==> src/design/itrcf_pkg.sv <==
// Package for the IMU tilt/roll complementary filter.
// Holds widths, register addresses, CORDIC arctangent table and IIR coefficients.
// No dependencies.
package itrcf_pkg;

    localparam int DefaultFilterTaps   = 4;
    localparam int DefaultAngleFracBits = 20;
    localparam int MaxTaps     = 8;
    localparam int CoefFrac    = 24;
    localparam int CordicSteps = 28;
    localparam int CordicFrac  = 30;
    localparam int QueueDepth  = 2;

    localparam int PaddrW = 4;
    localparam logic [PaddrW-1:0] ADDR_OFFSET_X = 4'h0;
    localparam logic [PaddrW-1:0] ADDR_OFFSET_Y = 4'h4;
    localparam logic [PaddrW-1:0] ADDR_STEP_GAIN = 4'h8;

    localparam logic signed [15:0] OFFSET_X_RESET = -16'sd1942;
    localparam logic signed [15:0] OFFSET_Y_RESET = -16'sd1474;
    localparam logic [23:0] STEP_GAIN_RESET = 24'd555268;

    // Sample handed from the front end to the back end
    typedef struct packed {
        logic signed [15:0] accel_x;
        logic signed [15:0] accel_y;
        logic signed [15:0] accel_z;
        logic signed [16:0] gyro_dx;
        logic signed [16:0] gyro_dy;
        logic               zero_tilt;
        logic               zero_roll;
    } sample_t;

    typedef enum logic [3:0] {
        ST_IDLE,
        ST_SQRT,
        ST_CORDIC,
        ST_ROUND,
        ST_GYRO,
        ST_GYRO_ADD,
        ST_FILT,
        ST_FILT_ACC,
        ST_FILT_DONE,
        ST_SUM,
        ST_OUT
    } be_state_t;

    function automatic logic [31:0] atan_entry(input logic [4:0] i);
        logic [31:0] r;
        begin
            unique case (i)
                5'd0:  r = 32'h3243F6A8;
                5'd1:  r = 32'h1DAC6705;
                5'd2:  r = 32'h0FADBAFC;
                5'd3:  r = 32'h07F56EA6;
                5'd4:  r = 32'h03FEAB76;
                5'd5:  r = 32'h01FFD55B;
                5'd6:  r = 32'h00FFFAAA;
                5'd7:  r = 32'h007FFF55;
                5'd8:  r = 32'h003FFFEA;
                5'd9:  r = 32'h001FFFFD;
                5'd10: r = 32'h000FFFFF;
                5'd11: r = 32'h0007FFFF;
                5'd12: r = 32'h0003FFFF;
                5'd13: r = 32'h0001FFFF;
                5'd14: r = 32'h0000FFFF;
                5'd15: r = 32'h00007FFF;
                5'd16: r = 32'h00003FFF;
                5'd17: r = 32'h00001FFF;
                5'd18: r = 32'h00000FFF;
                5'd19: r = 32'h000007FF;
                5'd20: r = 32'h000003FF;
                5'd21: r = 32'h000001FF;
                5'd22: r = 32'h000000FF;
                5'd23: r = 32'h0000007F;
                5'd24: r = 32'h0000003F;
                5'd25: r = 32'h0000001F;
                5'd26: r = 32'h0000000F;
                5'd27: r = 32'h00000008;
                default: r = 32'h0;
            endcase
            return r;
        end
    endfunction

    // Coefficients with 24 fraction bits; den is returned already negated.
    // kind: 0 lp num, 1 lp -den, 2 hp num, 3 hp -den
    function automatic logic signed [26:0] coef(input logic [1:0] kind, input logic [2:0] i);
        logic signed [26:0] r;
        begin
            r = '0;
            unique case (kind)
                2'd0: unique case (i)
                    3'd0: r = 27'sd293601;
                    3'd1: r = -27'sd286890;
                    3'd2: r = -27'sd286890;
                    3'd3: r = 27'sd293601;
                    default: r = '0;
                endcase
                2'd1: unique case (i)
                    3'd1: r = 27'sd47377180;
                    3'd2: r = -27'sd44669338;
                    3'd3: r = 27'sd14057629;
                    default: r = '0;
                endcase
                2'd2: unique case (i)
                    3'd0: r = 27'sd16007142;
                    3'd1: r = -27'sd48021425;
                    3'd2: r = 27'sd48021425;
                    3'd3: r = -27'sd16007142;
                    default: r = '0;
                endcase
                default: unique case (i)
                    3'd1: r = 27'sd48768011;
                    3'd2: r = -27'sd47253029;
                    3'd3: r = 27'sd15260556;
                    default: r = '0;
                endcase
            endcase
            return r;
        end
    endfunction

    function automatic logic signed [31:0] sat32(input logic signed [63:0] v);
        logic signed [31:0] r;
        begin
            if (v > 64'sd2147483647)
                r = 32'sh7FFFFFFF;
            else if (v < -64'sd2147483648)
                r = 32'sh80000000;
            else
                r = v[31:0];
            return r;
        end
    endfunction

endpackage

==> src/design/itrcf_front.sv <==
// Front end: accepts samples, offset-corrects gyro, flags zero atan2 vectors, queues items.
// Depends on itrcf_pkg.
module itrcf_front (
    input  logic               clk,
    input  logic               rst_n,
    input  logic               valid,
    output logic               ready,
    input  logic signed [15:0] accel_x,
    input  logic signed [15:0] accel_y,
    input  logic signed [15:0] accel_z,
    input  logic signed [15:0] gyro_x,
    input  logic signed [15:0] gyro_y,
    input  logic signed [15:0] offset_x,
    input  logic signed [15:0] offset_y,
    output logic               q_valid,
    input  logic               q_ready,
    output itrcf_pkg::sample_t q_data
);
    import itrcf_pkg::*;

    localparam int PtrW = $clog2(QueueDepth);

    sample_t          mem [QueueDepth];
    logic [PtrW-1:0]  wr_ptr_reg, wr_ptr_next, rd_ptr_reg, rd_ptr_next;
    logic [PtrW:0]    count_reg, count_next;
    sample_t          in_item;
    logic             push, pop;

    always_comb
    begin
        in_item.accel_x = accel_x;
        in_item.accel_y = accel_y;
        in_item.accel_z = accel_z;
        in_item.gyro_dx = 17'(gyro_x) - 17'(offset_x);
        in_item.gyro_dy = 17'(gyro_y) - 17'(offset_y);
        // atan2 is forced to zero when numerator and the root both vanish
        in_item.zero_tilt = (accel_x == '0) && (accel_y == '0) && (accel_z == '0);
        in_item.zero_roll = in_item.zero_tilt;
    end

    assign ready   = (count_reg != (PtrW+1)'(QueueDepth));
    assign q_valid = (count_reg != '0);
    assign q_data  = mem[rd_ptr_reg];
    assign push    = valid && ready;
    assign pop     = q_valid && q_ready;

    always_comb
    begin
        wr_ptr_next = push ? wr_ptr_reg + 1'b1 : wr_ptr_reg;
        rd_ptr_next = pop ? rd_ptr_reg + 1'b1 : rd_ptr_reg;
        count_next  = count_reg + (PtrW+1)'(push) - (PtrW+1)'(pop);
    end

    always_ff @(posedge clk)
    begin
        if (push)
            mem[wr_ptr_reg] <= in_item;
    end

    always_ff @(posedge clk or negedge rst_n)
    begin
        if (!rst_n)
        begin
            wr_ptr_reg <= '0;
            rd_ptr_reg <= '0;
            count_reg  <= '0;
        end
        else
        begin
            wr_ptr_reg <= wr_ptr_next;
            rd_ptr_reg <= rd_ptr_next;
            count_reg  <= count_next;
        end
    end

endmodule

==> config.mk <==
export PLATFORM = sky130hd
export DESIGN_NAME = itrcf_front
export DESIGN_NICKNAME = d
export VERILOG_FILES = /design/src/design/itrcf_pkg.sv /design/src/design/itrcf_front.sv
export SDC_FILE = /design/constraint.sdc
export NUM_CORES = 1
export LEC_CHECK = 0
export ABC_AREA = 1
export BUFFER_PORTS_ARGS = -buffer_cell sky130_fd_sc_hd__buf_2
export CELL_PAD_IN_SITES_DETAIL_PLACEMENT = 2
export CELL_PAD_IN_SITES_GLOBAL_PLACEMENT = 2
export CORE_ASPECT_RATIO = 2
export CORE_MARGIN = 8
export CORE_UTILIZATION = 30
export CTS_BUF_LIST = sky130_fd_sc_hd__clkbuf_8
export CTS_CLUSTER_DIAMETER = 50
export CTS_CLUSTER_SIZE = 30
export DETAILED_ROUTE_END_ITERATION = 8
export HOLD_SLACK_MARGIN = 0.05
export PLACE_DENSITY = 0.87
export REMOVE_ABC_BUFFERS = 1
export SLEW_MARGIN = 30
export SYNTH_ARGS = -nofsm -noshare
export SYNTH_HDL_FRONTEND = slang
export SYNTH_SLANG_ARGS = --single-unit
==> constraint.sdc <==
create_clock -name clk -period 4.4 [get_ports clk]
set_input_delay 0.88 -clock clk [delete_from_list [all_inputs] [get_ports clk]]
set_output_delay 0.88 -clock clk [all_outputs]
set_load 0.02 [all_outputs]
==> summary.md <==
| Metric | Value |
|---|---|
| Status | `finished clean` |
| CP max FO | `38` |
| Slowest-stage cell, CP | `inv_2` |
| CP arrival | `2.32 ns` |
| Die area | `34450 um^2` |
| Port Buffers | `201` |
| Fin crit period | `3.198 ns` |
| YS warnings | `0` |
| Detail Route Antenna Nets | `0` |
| CP Class | `flop to output port` |
| Seq/Total Area, Yosys | `59.55%` |
| Total of max-cap violations | `0` |
| Synth Register Bits | `170` |
| Std cell rows | `87` |
| Global-route usage over all layers | `16.11%` |
| Synth-to-Final Area Change | `21.19%` |
| P_leak | `5.112 nW` |
| Final setup viols | `0` |
| Syn avg cell area | `9.282 um^2` |
| Vias | `6916` |
| GP Congestion | `0.7769` |
| Hold Crit Class | `input pin to asynchronous set/reset pin` |
| Fin Setup TNS | `0 ns` |
| Slew Viols, Final | `0` |
| Vias in the first global route | `7875` |
| Synth top area cells | `edfxtp_1 (58%), nand2_1 (18%), inv_1 (5.6%)` |
| Initial antenna violation count | `5` |
| CTS tree | `built` |
| Post-Place Setup Slack | `1.639 ns` |
| Number of flops mapped to enable cells by yosys | `166` |
| Drt pass-1 iters | `5` |
| Slew headroom | `49.07%` |
| Worst-Skew Late Latency | `0.48 ns` |
| Htree depth | `4` |
| Die height | `254.6 um` |
| Global-route wire length before repair | `41.94 mm` |
| DR iter-0 viols | `163` |
| Fmax | `312.7 MHz` |
| Pin count of the biggest net entering global routing | `85` |
| CP required | `3.52 ns` |
| CTS root buf | `clkbuf_8` |
| Clock transition at path regs | `0.10 ns` |
| Post-synth ARST share | `2.353%` |
| CTS buffer count | `17` |
| Final hold viol count | `0` |
| Share of layout cells above drive strength 1 | `24.72%` |
| Max clock buf depth | `2` |
| Final clock skew | `0.01450 ns` |
| Die width | `135.3 um` |
| Critical path's largest stage delay | `0.56 ns` |
| Leading area contributor after synthesis | `edfxtp_1` |
| Post-synth top flop | `edfxtp_1` |
| Core footprint | `28080 um^2` |
| Final wirelength | `27.68 mm` |
| # resized after CTS | `0` |
| Max reg flops | `166` |
| Vias per inst | `4.608` |
| Yosys cell types | `24` |
| Gate Count Post-Synth | `920` |
| Post-route cell area | `10350 um^2` |
| GRT overflow | `0` |
| Worst-margin pin slew | `0.7629 ns` |
| IR Drop Worst-Case VDD | `0.0001954 V` |
| DP Area | `9978 um^2` |
| DP Wirelength | `21.89 mm` |
| CP Cell Sequence | `inv_2 -> buf_4 -> nand2_1 -> nand2_1 -> buf_2` |
| Wire length per cell | `18.44 um` |
| Number of fill cells | `3176` |
| Crit path launch type | `flop` |
| Setup slack after layout | `1.203 ns` |
| Tcrit/Tclk final | `72.67%` |
| Most common cell on crit path | `nand2_1` |
| I/O pin count | `202` |
| Synth top area share | `58.37%` |
| Layout Nets | `1280` |
| Worst setup EP type | `output port` |
| Pwr Density | `573.2 nW/um^2` |
| Post-CTS Setup Inserts | `0` |
| Post-CTS Hold Buffers | `0` |
| Hold WS | `0.2069 ns` |
| Unrepaired setup endpoints after global routing | `no` |
| Clock sinks | `170` |
| Effective utilization at floorplan | `30.41%` |
| Syn Std Cell Area | `8539 um^2` |
| DRC | `0` |
cells by family (layout without fill, tap and decap cells):
kind of cell	after synthesis	in the layout	share of synthesized area, %
AND/OR/NAND/NOR	522	522	25.00
flip-flops	170	170	59.55
buffers and inverters	154	375	7.033
adder cells (fa/ha/maj)	36	36	5.451
AO/OA/AOI/OAI	21	21	1.231
XOR/XNOR	17	17	1.744
other	0	4	0
synth_stat cells (all sizes together), types with 5 or more instances:
cell and n:
nor2 40, buf 16, nand2 441, a21oi 21
nand3 22, xnor2 6, edfxtp 166, nand4 5
inv 135, nor3 8, ha 34, xor2 11
where the power goes:
part | internal (mW) | switching [mW]
Combinational | 0.679 | 1.84
Sequential | 2.26 | 0.112
Clock | 0.448 | 0.597
path summary, 6_finish.rpt:
| kind | startpoint | to | slack, ns | cells after the start |
|---|---|---|---|---|
| max in group asynchronous | rst_n | wr_ptr_reg$_DFFE_PN0P_ | 4.04 | 1 |
| worst max register to register | count_reg[0]$_DFF_PN0_ | mem[0][21]$_DFFE_PP_ | 2.45 | 5 |
| worst min register to register | count_reg[0]$_DFF_PN0_ | count_reg[0]$_DFF_PN0_ | 0.57 | 1 |
| min in group clk | count_reg[0]$_DFF_PN0_ | count_reg[0]$_DFF_PN0_ | 0.57 | 1 |
| worst max-delay path | rd_ptr_reg$_DFFE_PN0P_ | q_data[73] | 1.20 | 5 |
| worst min-delay path | rst_n | count_reg[1]$_DFF_PN0_ | 0.21 | 1 |
routing by layer:
layer / routed length, um / GRT usage [%]
met1: 9232 / 14.66
met2: 16370 / 32.08
met3: 974 / 2.939
met4: 1094 / 8.839
met5: 13 / 0
worst max-delay path, delay by kind of cell (launching register included):
family	cells	cell delay, ns
buffers and inverters	3	1.17
flip-flops	1	0.42
AND/OR/NAND/NOR	2	0.25
layout by cell type, fill, tap and decap left out, types with 7 or more instances in the layout:
cell type	instances
nor2_1	37
edfxtp_1	166
nand2_2	24
inv_2	9
xor2_1	11
nand2_1	417
inv_1	128
nand3_1	22
ha_1	34
a21oi_1	21
clkbuf_8	17
nor3_2	7
buf_2	201
through the flow:
| step | std cells | utilization (%) | power [mW] |
|---|---|---|---|
| floorplan | 901 | - | 3.950 |
| global placement | 1465 | 35.53 | 4.874 |
| detailed placement | 1465 | 35.53 | 4.995 |
| CTS | 1497 | 36.81 | 6.057 |
| global route | 1501 | 36.85 | 6.304 |
| finish | 1501 | 36.85 | 5.932 |
final cells by class:
cell class / count / area (um^2) / share of cell area [%]
inverters: 135 / 506.7 / 4.897
flip-flops and latches: 170 / 5086 / 49.15
diodes: 4 / 10.01 / 0.09672
well taps: 356 / 445.4 / 4.304
clock buffers: 17 / 234.0 / 2.261
repair buffers: 208 / 1071 / 10.35
multi-input cells: 596 / 2869 / 27.72
clock inverters: 15 / 126.4 / 1.221
No activity file was read; power rests on OpenSTA's default activity.
